--- config.mk ---
export PLATFORM = sky130hd
export DESIGN_NAME = xoshiro_random_generator
export DESIGN_NICKNAME = d
export VERILOG_FILES = /design/src/design/xrg_pkg.sv /design/src/design/xrg_front.sv /design/src/design/xrg_queue.sv /design/src/design/xrg_modu.sv /design/src/design/xrg_back.sv /design/src/design/xoshiro_random_generator.sv
export SDC_FILE = /design/constraint.sdc
export NUM_CORES = 2
export LEC_CHECK = 0
export BUFFER_PORTS_ARGS = -buffer_cell sky130_fd_sc_hd__clkbuf_2
export CORE_AREA = 2 2 627 629
export CTS_CLUSTER_DIAMETER = 150
export DETAILED_ROUTE_END_ITERATION = 8
export DIE_AREA = 0 0 629 631
export GPL_TIMING_DRIVEN = 0
export HOLD_SLACK_MARGIN = 0.15
export PLACE_DENSITY = 0.44
export SLEW_MARGIN = 20
export SYNTH_ARGS = -nofsm -noshare
export SYNTH_HDL_FRONTEND = slang
export SYNTH_SLANG_ARGS = --single-unit
export TNS_END_PERCENT = 10
--- constraint.sdc ---
create_clock -name aclk -period 31.9 [get_ports aclk]
set_input_delay 1.595 -clock aclk [delete_from_list [all_inputs] [get_ports aclk]]
set_output_delay 1.595 -clock aclk [all_outputs]
set_load 0.005 [all_outputs]
--- src/design/xrg_pkg.sv ---
package xrg_pkg;

    localparam logic [63:0] GOLDEN_INC = 64'h9e3779b97f4a7c15;
    localparam logic [63:0] MIX_MUL_A  = 64'hbf58476d1ce4e5b9;
    localparam logic [63:0] MIX_MUL_B  = 64'h94d049bb133111eb;

    localparam logic [2:0] FN_SEED    = 3'd0;
    localparam logic [2:0] FN_RAW     = 3'd1;
    localparam logic [2:0] FN_MOD     = 3'd2;
    localparam logic [2:0] FN_IVL     = 3'd3;
    localparam logic [2:0] FN_UNIT    = 3'd4;
    localparam logic [2:0] FN_CHANCE  = 3'd5;
    localparam logic [2:0] FN_SPARE_A = 3'd6;
    localparam logic [2:0] FN_SPARE_B = 3'd7;

    typedef struct packed {
        logic [2:0]         func;
        logic [63:0]        value;
        logic signed [31:0] low_bound;
        logic signed [31:0] high_bound;
    } in_t;

    typedef struct packed {
        logic [63:0]        draw_value;
        logic signed [31:0] interval_value;
        logic               hit;
    } out_t;

    typedef enum logic [2:0] {
        OP_CONST,
        OP_SEED,
        OP_RAW,
        OP_MOD,
        OP_IVL,
        OP_UNIT,
        OP_CHANCE
    } op_t;

    typedef struct packed {
        op_t         op;
        logic [63:0] operand;
        logic [31:0] lo;
    } cmd_t;

    typedef enum logic [3:0] {
        ST_IDLE,
        ST_SEED_ADD,
        ST_SEED_X30,
        ST_MUL0,
        ST_MUL1,
        ST_MUL2,
        ST_MUL3,
        ST_SEED_X27,
        ST_SEED_X31,
        ST_SEED_FIX,
        ST_DRAW,
        ST_DIV
    } bk_state_t;

    function automatic logic [63:0] rotl64(input logic [63:0] v, input int k);
        return (v << k) | (v >> (64 - k));
    endfunction

endpackage

--- src/design/xrg_front.sv ---
module xrg_front import xrg_pkg::*; (
    input  in_t  s_data,
    output cmd_t cmd
);

    logic signed [32:0] span;

    always_comb begin
        span        = {s_data.high_bound[31], s_data.high_bound}
                    - {s_data.low_bound[31], s_data.low_bound} + 33'sd1;
        cmd.op      = OP_CONST;
        cmd.operand = s_data.value;
        cmd.lo      = '0;
        case (s_data.func)
            FN_SEED:   cmd.op = OP_SEED;
            FN_RAW:    cmd.op = OP_RAW;
            FN_MOD: begin
                if (s_data.value != 64'd0) begin
                    cmd.op = OP_MOD;
                end
            end
            FN_IVL: begin
                cmd.lo      = s_data.low_bound;
                cmd.operand = {31'd0, span};
                if (s_data.high_bound > s_data.low_bound) begin
                    cmd.op = OP_IVL;
                end
            end
            FN_UNIT:   cmd.op = OP_UNIT;
            FN_CHANCE: cmd.op = OP_CHANCE;
            default:   cmd.op = OP_CONST;
        endcase
    end

endmodule

--- src/design/xrg_queue.sv ---
module xrg_queue import xrg_pkg::*; (
    input  logic aclk,
    input  logic aresetn,
    input  logic push_valid,
    output logic push_ready,
    input  cmd_t push_data,
    output logic pop_valid,
    input  logic pop_ready,
    output cmd_t pop_data
);

    cmd_t       mem [2];
    logic       wr_ptr_reg, rd_ptr_reg;
    logic [1:0] count_reg;
    logic       push, pop;

    assign push_ready = (count_reg != 2'd2);
    assign pop_valid  = (count_reg != 2'd0);
    assign pop_data   = mem[rd_ptr_reg];
    assign push       = push_valid && push_ready;
    assign pop        = pop_valid && pop_ready;

    always_ff @(posedge aclk) begin
        if (push) begin
            mem[wr_ptr_reg] <= push_data;
        end
    end

    always_ff @(posedge aclk) begin
        if (!aresetn) begin
            wr_ptr_reg <= 1'b0;
            rd_ptr_reg <= 1'b0;
            count_reg  <= 2'd0;
        end else begin
            if (push) wr_ptr_reg <= ~wr_ptr_reg;
            if (pop)  rd_ptr_reg <= ~rd_ptr_reg;
            count_reg <= count_reg + {1'b0, push} - {1'b0, pop};
        end
    end

endmodule

--- src/design/xrg_modu.sv ---
module xrg_modu import xrg_pkg::*; (
    input  logic        aclk,
    input  logic        aresetn,
    input  logic        start,
    input  logic [63:0] dividend,
    input  logic [63:0] divisor,
    output logic        done,
    output logic [63:0] rem
);

    logic [63:0] q_reg, rem_reg, d_reg;
    logic [5:0]  cnt_reg;
    logic        busy_reg, done_reg;
    logic [64:0] trial;
    logic [65:0] diff;

    assign trial = {rem_reg, q_reg[63]};
    assign diff  = {1'b0, trial} - {2'b00, d_reg};
    assign done  = done_reg;
    assign rem   = rem_reg;

    always_ff @(posedge aclk) begin
        if (start) begin
            q_reg   <= dividend;
            d_reg   <= divisor;
            rem_reg <= '0;
        end else if (busy_reg) begin
            q_reg   <= {q_reg[62:0], 1'b0};
            rem_reg <= diff[65] ? trial[63:0] : diff[63:0];
        end
    end

    always_ff @(posedge aclk) begin
        if (!aresetn) begin
            busy_reg <= 1'b0;
            done_reg <= 1'b0;
            cnt_reg  <= '0;
        end else begin
            done_reg <= 1'b0;
            if (start) begin
                busy_reg <= 1'b1;
                cnt_reg  <= '0;
            end else if (busy_reg) begin
                cnt_reg <= cnt_reg + 6'd1;
                if (cnt_reg == 6'd63) begin
                    busy_reg <= 1'b0;
                    done_reg <= 1'b1;
                end
            end
        end
    end

endmodule

--- src/design/xrg_back.sv ---
module xrg_back import xrg_pkg::*; (
    input  logic aclk,
    input  logic aresetn,
    input  logic cmd_valid,
    output logic cmd_ready,
    input  cmd_t cmd,
    output logic m_valid,
    input  logic m_ready,
    output out_t m_data
);

    bk_state_t   state_reg, state_next;
    logic [63:0] s_reg [4];
    logic [63:0] acc_reg, z_reg, p0_reg;
    logic [31:0] pc_reg;
    logic [1:0]  idx_reg;
    logic        sel_reg, emit_reg, out_valid_reg;
    cmd_t        cmd_reg;
    out_t        res_reg;

    logic [63:0] mul_b, draw, n0, n1, n2, n3, t, frac;
    logic [31:0] ma, mb;
    logic [63:0] prod;
    logic        div_start, div_done;
    logic [63:0] div_rem;

    xrg_modu u_modu (
        .aclk     (aclk),
        .aresetn  (aresetn),
        .start    (div_start),
        .dividend (draw),
        .divisor  (cmd_reg.operand),
        .done     (div_done),
        .rem      (div_rem)
    );

    assign m_valid = out_valid_reg;
    assign m_data  = res_reg;

    always_comb begin
        mul_b = sel_reg ? MIX_MUL_B : MIX_MUL_A;
        ma    = z_reg[31:0];
        mb    = mul_b[31:0];
        case (state_reg)
            ST_MUL1: mb = mul_b[63:32];
            ST_MUL2: ma = z_reg[63:32];
            default: ;
        endcase
        prod = ma * mb;

        draw = rotl64(s_reg[0] + s_reg[3], 23) + s_reg[0];
        frac = {11'd0, draw[63:11]};
        t    = s_reg[1] << 17;
        n2   = s_reg[2] ^ s_reg[0];
        n3   = s_reg[3] ^ s_reg[1];
        n1   = s_reg[1] ^ n2;
        n0   = s_reg[0] ^ n3;
        n2   = n2 ^ t;
        n3   = rotl64(n3, 45);

        cmd_ready  = (state_reg == ST_IDLE) && !out_valid_reg;
        div_start  = (state_reg == ST_DRAW)
                   && (cmd_reg.op == OP_MOD || cmd_reg.op == OP_IVL);
        state_next = state_reg;
        case (state_reg)
            ST_IDLE: begin
                if (cmd_valid && cmd_ready) begin
                    if (cmd.op == OP_SEED) begin
                        state_next = ST_SEED_ADD;
                    end else if (cmd.op != OP_CONST) begin
                        state_next = ST_DRAW;
                    end
                end
            end
            ST_SEED_ADD: state_next = ST_SEED_X30;
            ST_SEED_X30: state_next = ST_MUL0;
            ST_MUL0:     state_next = ST_MUL1;
            ST_MUL1:     state_next = ST_MUL2;
            ST_MUL2:     state_next = ST_MUL3;
            ST_MUL3:     state_next = sel_reg ? ST_SEED_X31 : ST_SEED_X27;
            ST_SEED_X27: state_next = ST_MUL0;
            ST_SEED_X31: state_next = (idx_reg == 2'd3) ? ST_SEED_FIX : ST_SEED_ADD;
            ST_SEED_FIX: state_next = ST_IDLE;
            ST_DRAW:     state_next = div_start ? ST_DIV : ST_IDLE;
            ST_DIV:      state_next = div_done ? ST_IDLE : ST_DIV;
            default:     state_next = ST_IDLE;
        endcase
    end

    always_ff @(posedge aclk) begin
        if (!aresetn) begin
            acc_reg <= '0;
            idx_reg <= 2'd0;
        end else begin
            case (state_reg)
                ST_IDLE: begin
                    if (cmd_valid && cmd_ready) begin
                        cmd_reg <= cmd;
                        acc_reg <= cmd.operand;
                        idx_reg <= 2'd0;
                        res_reg <= '{draw_value: '0, interval_value: cmd.lo, hit: 1'b0};
                    end
                end
                ST_SEED_ADD: begin
                    acc_reg <= acc_reg + GOLDEN_INC;
                    z_reg   <= acc_reg + GOLDEN_INC;
                end
                ST_SEED_X30: begin
                    z_reg   <= z_reg ^ (z_reg >> 30);
                    sel_reg <= 1'b0;
                end
                ST_MUL0: p0_reg <= prod;
                ST_MUL1: pc_reg <= prod[31:0];
                ST_MUL2: pc_reg <= pc_reg + prod[31:0];
                ST_MUL3: z_reg  <= p0_reg + {pc_reg, 32'd0};
                ST_SEED_X27: begin
                    z_reg   <= z_reg ^ (z_reg >> 27);
                    sel_reg <= 1'b1;
                end
                ST_SEED_X31: begin
                    s_reg[idx_reg] <= z_reg ^ (z_reg >> 31);
                    idx_reg        <= idx_reg + 2'd1;
                end
                ST_SEED_FIX: begin
                    if ((s_reg[0] | s_reg[1] | s_reg[2] | s_reg[3]) == 64'd0) begin
                        s_reg[0] <= 64'd1;
                    end
                    res_reg <= '0;
                end
                ST_DRAW: begin
                    s_reg[0] <= n0;
                    s_reg[1] <= n1;
                    s_reg[2] <= n2;
                    s_reg[3] <= n3;
                    case (cmd_reg.op)
                        OP_RAW:    res_reg.draw_value <= draw;
                        OP_UNIT:   res_reg.draw_value <= frac;
                        OP_CHANCE: begin
                            res_reg.draw_value <= frac;
                            res_reg.hit        <= (frac < cmd_reg.operand);
                        end
                        default: ;
                    endcase
                end
                ST_DIV: begin
                    if (div_done) begin
                        if (cmd_reg.op == OP_MOD) begin
                            res_reg.draw_value <= div_rem;
                        end else begin
                            res_reg.interval_value <= cmd_reg.lo + div_rem[31:0];
                        end
                    end
                end
                default: ;
            endcase
        end
    end

    always_ff @(posedge aclk) begin
        if (!aresetn) begin
            state_reg     <= ST_SEED_ADD;
            emit_reg      <= 1'b0;
            out_valid_reg <= 1'b0;
        end else begin
            state_reg <= state_next;
            if (out_valid_reg && m_ready) begin
                out_valid_reg <= 1'b0;
            end
            case (state_reg)
                ST_IDLE: begin
                    if (cmd_valid && cmd_ready) begin
                        emit_reg <= 1'b1;
                        if (cmd.op == OP_CONST) out_valid_reg <= 1'b1;
                    end
                end
                ST_SEED_FIX: out_valid_reg <= emit_reg;
                ST_DRAW:     if (!div_start) out_valid_reg <= 1'b1;
                ST_DIV:      if (div_done) out_valid_reg <= 1'b1;
                default: ;
            endcase
        end
    end

endmodule

--- src/design/xoshiro_random_generator.sv ---
// Paths, accept to result valid: raw, unit and chance pass through the draw state; zero
// modulus, empty interval and unused selector answer from idle; modulo and interval add the
// bit-serial 64-step remainder unit; seed runs four splitmix rounds, each with two 64-bit
// products built from three 32x32 partials.
// Throughput: one transaction at a time in the back end, the next once the result is taken.
// Reset: synchronous active-low; a seed-zero pass follows, 2-entry queue still fills.
module xoshiro_random_generator import xrg_pkg::*; (
    input  logic aclk,
    input  logic aresetn,
    input  logic s_valid,
    output logic s_ready,
    input  in_t  s_data,
    output logic m_valid,
    input  logic m_ready,
    output out_t m_data
);

    cmd_t front_cmd, q_cmd;
    logic q_valid, q_ready;

    xrg_front u_front (
        .s_data (s_data),
        .cmd    (front_cmd)
    );

    xrg_queue u_queue (
        .aclk       (aclk),
        .aresetn    (aresetn),
        .push_valid (s_valid),
        .push_ready (s_ready),
        .push_data  (front_cmd),
        .pop_valid  (q_valid),
        .pop_ready  (q_ready),
        .pop_data   (q_cmd)
    );

    xrg_back u_back (
        .aclk      (aclk),
        .aresetn   (aresetn),
        .cmd_valid (q_valid),
        .cmd_ready (q_ready),
        .cmd       (q_cmd),
        .m_valid   (m_valid),
        .m_ready   (m_ready),
        .m_data    (m_data)
    );

endmodule

==> After elaboration in Yosys (flattened, before gate mapping) <==
Memories as Yosys holds them, arrays and structs flattened. A register that Yosys moved wholly into a read port is not among the register bits.
Cells that the tools add are included.
{ "totals": {"rom_bits": 0, "latch_bits": 0, "ram_bits": 454, "output_inout_bits": 99, "elab_cells": 194, "memories": 2, "regBits": 633} }
{ "classes": {"n_bitwise": 18, "n_reduce_logical": 40, "eq_ne": 32, "magnitude_cmp": 2, "n_mux": 62, "div": 0, "shift": 0, "multipliers": 1, "add_sub_neg": 13} }
{ "mem_list": {"columns": ["memory", "words", "word_bits", "read_ports", "rd_ports_with_merged_regs", "wr", "line_no", "text"], "rows": [
  ["u_back.s_reg", 4, 64, 4, 0, 4, "xrg_back.sv:13", "logic [63:0] s_reg [4];"],
  ["u_queue.mem", 2, 99, 1, 1, 1, "xrg_queue.sv:12", "cmd_t mem [2];"]
]} }
{ "op_table": {"columns": ["cell", "count"], "rows": [
  ["case mux 64 bit (4 select lines)", 2],
  ["2-to-1 mux 64 bit", 7],
  ["XOR 64 bit", 5],
  ["case mux 64 bit (2 select lines)", 2],
  ["adder 64 bit", 3],
  ["2-to-1 mux 96 bit", 2],
  ["bitwise OR 64 bit", 3],
  ["2-to-1 mux 97 bit", 1],
  ["2-to-1 mux 32 bit", 3],
  ["case mux 32 bit (3 select lines)", 1],
  ["subtractor 65 x 64 -> 66 bit", 1],
  ["adder 32 bit", 2],
  ["adder 64 bit, second input constant", 1],
  ["logical NOT 64 bit", 1],
  ["less-than comparator 53 x 64 -> 1 bit", 1],
  ["multiplier 32 x 32 -> 64 bit", 1],
  ["bitwise OR 64 x 23 -> 64 bit", 1],
  ["bitwise OR 64 x 45 -> 64 bit", 1],
  ["case mux 32 bit (2 select lines)", 1],
  ["nonzero test 64 bit", 1],
  ["OR reduction 64 bit", 1],
  ["XOR 64 x 33 -> 64 bit", 1],
  ["XOR 64 x 34 -> 64 bit", 1],
  ["XOR 64 x 37 -> 64 bit", 1],
  ["47 further kinds", 124]
]} }

==> Depth between registers and ports, before layout <==
An unclocked memory read counts as a cell.
{ "logic_depth": {"word_depth": 12, "ltp_mapped": 41, "mapped_depth_nobuf": 39} }

==> Cells and area by module <==
A second synthesis with hierarchy kept.
{ "unflattened": {"cells_unflattened": 9712, "area_unflattened_um2": 97788.8} }
{ "by_module_without_submodules": {"columns": ["mod", "cells_per_inst", "instances", "area_each_um2"], "rows": [
  ["xrg_back", 7607, 1, 74884.3],
  ["xrg_modu", 1216, 1, 11736.3],
  ["xrg_queue", 332, 1, 7405.9],
  ["xrg_front", 557, 1, 3762.4]
]} }

==> Worst setup path before layout <==
OpenSTA, ideal clock, no wires.
{ "synth_timing": {"path_type": "input to register", "from": "input port aresetn", "to": "register u_back.res_reg, in the netlist u_back.m_data[33], enable pin", "path_stages": 2, "arrival_ns": 11.733, "slack_ns": 19.339, "setup_ns": 0.828, "cell_sequence": "o21ai_0 -> a2111oi_0"} }
{ "synth_via": {"elab_chain_cells": 1} }
{ "synth_lines": {"columns": ["element", "line_no", "text"], "rows": [
  ["start: declaration", "xoshiro_random_generator.sv:9", "input logic aresetn,"],
  ["AND reduction 6 bit (no line)", null, null],
  ["end signal: assignment", "xrg_back.sv:101", "res_reg <= '{draw_value: '0, interval_value: cmd.lo, hit: 1'b0};"],
  ["end: declaration", "xrg_back.sv:19", "out_t res_reg;"]
]} }
Every way passes these cells.
A chain may end at the register's enable or synchronous reset.

==> Worst setup path in the final report <==
{ "layout_timing": {"from": "register u_back.state_reg[1]", "to": "register u_back.pc_reg[31] (data pin)"} }
{ "layout_via": {"elab_chain_cells": 5} }
{ "layout_lines": {"columns": ["element", "line_no", "text"], "rows": [
  ["start: declaration", "xrg_back.sv:12", "bk_state_t state_reg, state_next;"],
  ["start signal: assignment", "xrg_back.sv:165", "state_reg <= state_next;"],
  ["== test 4 x 3 -> 1 bit", "xrg_back.sv:44", "case (state_reg)"],
  ["2-to-1 mux 32 bit", "xrg_back.sv:44", null],
  ["multiplier 32 x 32 -> 64 bit (*)", "xrg_back.sv:49", "prod = ma * mb;"],
  ["named net u_back.prod[24]", "xrg_back.sv:23", "logic [63:0] prod;"],
  ["adder 32 bit (*)", "xrg_back.sv:114", "ST_MUL2: pc_reg <= pc_reg + prod[31:0];"],
  ["case mux 32 bit (2 select lines) (*)", "xrg_back.sv:95", "case (state_reg)"],
  ["end signal: assignment", "xrg_back.sv:113", "ST_MUL1: pc_reg <= prod[31:0];"],
  ["end signal: assignment", "xrg_back.sv:114", null],
  ["end: declaration", "xrg_back.sv:15", "logic [31:0] pc_reg;"]
]} }
The timed path passes the listed nets; every way through them passes the cells marked *.

==> out/metrics.json <==
{
  "complex_gate_fraction_of_the_synthesized_area_pct": 14.0,
  "worst-setup-path-type": "flip-flop to flip-flop",
  "number_of_enable_flip_flop_cells_after_synthesis": 939,
  "grt-ovfl-total": 0,
  "synthSimpleGateAreaFrac_pct": 11.5,
  "post_cts_gate_resize_count": 0,
  "critPathArrivalTime_ns": 14.50,
  "synth-async-reset-ratio_pct": 0,
  "grt_setup_unrepaired": "false",
  "rr_startpoint": "u_back.state_reg[1]",
  "worst-path-max-fanout": 12,
  "gp_congestion": 0.951,
  "min_delay_path_depth": 0,
  "placedInstanceArea_um2": 106000,
  "ctsLongestPathBuffers": 3,
  "ff2ff_setup_slack_ns": 17.95,
  "dominantRegCellSynth": "sky130_fd_sc_hd__edfxtp_1",
  "avgSynthCellArea_um2": 9.89,
  "cts_post_setup_buffers_inserted": 0,
  "synth_top_family_by_area": "adder cells",
  "slew-limit-headroom_pct": 9.31,
  "result_of_the_run": "finished, final reports clean",
  "grt_pass1_vias": 76946,
  "die_h_um": 631,
  "layout.cell_area.non_filler_um2": 110000,
  "drt_wl_total_um": 410000,
  "cp_data_required_time_ns": 32.45,
  "worst_path_most_repeated_cell": "sky130_fd_sc_hd__fa_1",
  "critical-path-max-stage-delay_ns": 1.14,
  "first_pass_grt_wire_length_um": 575000,
  "cts.clk_slew.worst_paths_ns": 0.06,
  "worst-slew-pin-transition_ns": 1.32,
  "io-pin-count": 234,
  "muxShareOfSynthArea_pct": 1.80,
  "synth_adder_area_share_pct": 26.9,
  "route.detailed.vias_per_inst": 4.99,
  "worst_r2r_path_depth": 33,
  "worstSetupEndpointType": "flip-flop",
  "drive_gt1_share_pct": 7.24,
  "core-area_um2": 391000,
  "largest_register_ff_count": 256,
  "synth_top_area_share_pct": 29.0,
  "report.final.hold_viol_count": 0,
  "portBuffers": 233,
  "area_growth_pct": 13.8,
  "timing.final.setup_violations": 0,
  "h-tree-depth": 4,
  "floorplan.rows": 230,
  "cell_area_after_technology_mapping_um2": 97100,
  "timing.clock.skew_ns": 0.0665,
  "dieArea_um2": 397000,
  "hold_path.class": "flip-flop to flip-flop",
  "worstSkewPairLatency_ns": 0.82,
  "worst_r2r_endpoint": "u_back.pc_reg[31]",
  "synth_fp_nets": 11538,
  "first_pass_iters": 6,
  "drt_iter0_markers": 8221,
  "min-delay-start": "u_back.cmd_reg[39]",
  "clock-sinks": 1088,
  "synth.ff_latch_count": 1088,
  "cts.hold.buffers_added": 0,
  "utilization_after_layout_pct": 28.3,
  "final_setup_tns_ns": 0,
  "antenna_violations_before_repair": 31,
  "critPathSlowestCell": "sky130_fd_sc_hd__mux2i_1",
  "fin_crit_ns": 13.95,
  "fmaxAchievable_mhz": 71.7,
  "synth_sequential_area_ratio_pct": 32.1,
  "start_util_pct": 24.8,
  "final_nets": 11970,
  "post_drt_wl_per_cell_um": 26.3,
  "detail_route.drc_violations": 0,
  "maximum_number_of_pins_on_one_net_before_global_route_repair": 49,
  "crit_path_start_kind": "flip-flop",
  "die_width_um": 629,
  "period_share_pct": 43.7,
  "ant_nets": 0,
  "synthCells": 9818,
  "route.vias.total": 77764,
  "post_synth_num_cell_types": 85,
  "post-synth-top-area-cell": "sky130_fd_sc_hd__edfxtp_1",
  "yosys_warnings": 0,
  "tritoncts": "done",
  "numCtsBuffers": 135,
  "post_synthesis_share_of_cell_area_spent_on_xor_and_xnor_gates_pct": 7.34,
  "yosys-top-cells-area": "sky130_fd_sc_hd__edfxtp_1 (29%), sky130_fd_sc_hd__fa_1 (17%), sky130_fd_sc_hd__ha_1 (9.6%)",
  "capture_endpoint_of_the_worst_hold_path": "u_back.u_modu.d_reg[7]",
  "hpwl_um": 339000,
  "cts.root.buffer_cell": "sky130_fd_sc_hd__clkbuf_16",
  "report.final.slew_viol_count": 0,
  "cap_violations": 0,
  "grt_usage_pct": 20.1
}
-- cell type report --
cell class	count	area [um^2]
plain buffers	417	1580
fillers	41956	280000
clock buffers	168	3610
repair buffers	295	2100
diodes	10	25.0
multi-input cells	7086	59900
inverters	1227	4610
flip-flops and latches	1088	31200
clock inverters	74	885
well taps	5220	6530
-- cells in the mapped netlist, types with 65 or more instances --
cell / number
sky130_fd_sc_hd__a211oi_1: 65
sky130_fd_sc_hd__a21o_1: 216
sky130_fd_sc_hd__a21oi_1: 553
sky130_fd_sc_hd__and2_1: 103
sky130_fd_sc_hd__clkbuf_1: 394
sky130_fd_sc_hd__dfxtp_1: 149
sky130_fd_sc_hd__edfxtp_1: 939
sky130_fd_sc_hd__fa_1: 841
sky130_fd_sc_hd__ha_1: 744
sky130_fd_sc_hd__inv_1: 1217
sky130_fd_sc_hd__mux2_2: 103
sky130_fd_sc_hd__nand2_1: 714
sky130_fd_sc_hd__nand2b_1: 94
sky130_fd_sc_hd__nand3_1: 104
sky130_fd_sc_hd__nand4_1: 117
sky130_fd_sc_hd__nor2_1: 738
sky130_fd_sc_hd__nor2b_1: 119
sky130_fd_sc_hd__nor3_1: 94
sky130_fd_sc_hd__nor4_1: 104
sky130_fd_sc_hd__o21ai_0: 583
sky130_fd_sc_hd__o21bai_1: 73
sky130_fd_sc_hd__o22ai_1: 98
sky130_fd_sc_hd__or2_2: 77
sky130_fd_sc_hd__xnor2_1: 495
sky130_fd_sc_hd__xor2_1: 319
-- critical path: cells and delay by family (launching register included) --
kind	cells	cell delay, ns
AOI/OAI and AO/OA	9	2.39
and+or+nand+nor	5	1.65
DFF	1	0.29
muxes	1	1.14
buffers and inverters	7	2.96
xor gates and xnor gates	1	0.10
adders and majority gates	10	5.14
-- worst max path at each step --
stage | slack, ns | cells after the start | end | from
floorplan | 19.34 | 2 | u_back.m_data[33] | aresetn
global placement | 12.46 | 3 | u_back.m_data[92] | aresetn
detailed placement | 17.77 | 35 | u_back.pc_reg[31] | u_back.sel_reg
CTS | 17.73 | 35 | u_back.pc_reg[31] | u_back.sel_reg
global route | 17.62 | 37 | u_back.pc_reg[31] | u_back.state_reg[1]
finish | 17.95 | 33 | u_back.pc_reg[31] | u_back.state_reg[1]
-- kinds of logic (layout without fill, tap and decap cells) --
logic type | count (synthesis) | in the layout
AO/OA/AOI/OAI | 2139 | 2139
multiplexers | 162 | 162
other | 0 | 10
buffers and inverters | 1644 | 2181
adder cells (fa/ha/maj) | 1585 | 1585
flip-flops | 1088 | 1088
AND/OR/NAND/NOR | 2386 | 2386
XOR/XNOR | 814 | 814
-- stage by stage --
| step | hold WS, ns | setup WS [ns] | instances |
|---|---|---|---|
| floorplan | 0.426 | 19.34 | 9818 |
| global placement | 0.444 | 12.46 | 15271 |
| detailed placement | 0.439 | 17.77 | 15333 |
| CTS | 0.453 | 17.73 | 15575 |
| global route | 0.470 | 17.62 | 15577 |
| finish | 0.453 | 17.95 | 15585 |
-- per-layer routing --
metal	vias up	GRT usage, %	wire length, um
li1	34821	-	-
met1	39333	26.9	178000
met2	2954	32.4	187000
met3	642	3.00	26800
met4	14	8.08	18300
met5	-	0	90
-- layout by cell type (no fill, tap or decap), types with 45 or more instances in the layout --
| cell | synthesis | layout |
|---|---|---|
| sky130_fd_sc_hd__a21o_1 | 216 | 216 |
| sky130_fd_sc_hd__nor4_1 | 104 | 104 |
| sky130_fd_sc_hd__nor2_1 | 738 | 733 |
| sky130_fd_sc_hd__fa_1 | 841 | 841 |
| sky130_fd_sc_hd__nor2b_1 | 119 | 118 |
| sky130_fd_sc_hd__nor3_1 | 94 | 91 |
| sky130_fd_sc_hd__nand4_1 | 117 | 117 |
| sky130_fd_sc_hd__clkbuf_16 | 0 | 137 |
| sky130_fd_sc_hd__a221o_1 | 45 | 45 |
| sky130_fd_sc_hd__nand3_1 | 104 | 104 |
| sky130_fd_sc_hd__a211oi_1 | 65 | 65 |
| sky130_fd_sc_hd__o21ai_0 | 583 | 583 |
| sky130_fd_sc_hd__dfxtp_1 | 149 | 149 |
| sky130_fd_sc_hd__o221ai_1 | 61 | 61 |
| sky130_fd_sc_hd__xor2_1 | 319 | 319 |
| sky130_fd_sc_hd__a221oi_1 | 53 | 53 |
| sky130_fd_sc_hd__and2_1 | 103 | 103 |
| sky130_fd_sc_hd__a21oi_1 | 553 | 551 |
| sky130_fd_sc_hd__or2_2 | 77 | 77 |
| sky130_fd_sc_hd__inv_1 | 1217 | 1216 |
| sky130_fd_sc_hd__clkbuf_1 | 394 | 405 |
| sky130_fd_sc_hd__xnor2_1 | 495 | 495 |
| sky130_fd_sc_hd__edfxtp_1 | 939 | 939 |
| sky130_fd_sc_hd__nand2b_1 | 94 | 93 |
| sky130_fd_sc_hd__o21bai_1 | 73 | 73 |
| sky130_fd_sc_hd__mux2_2 | 103 | 103 |
| sky130_fd_sc_hd__nand2_1 | 714 | 714 |
| sky130_fd_sc_hd__o22ai_1 | 98 | 98 |
| sky130_fd_sc_hd__a31oi_1 | 63 | 63 |
| sky130_fd_sc_hd__ha_1 | 744 | 744 |
| sky130_fd_sc_hd__clkbuf_2 | 0 | 246 |
Power is not shown: default switching activity piles up to over one toggle a cycle in this logic, so the estimate is an artifact.
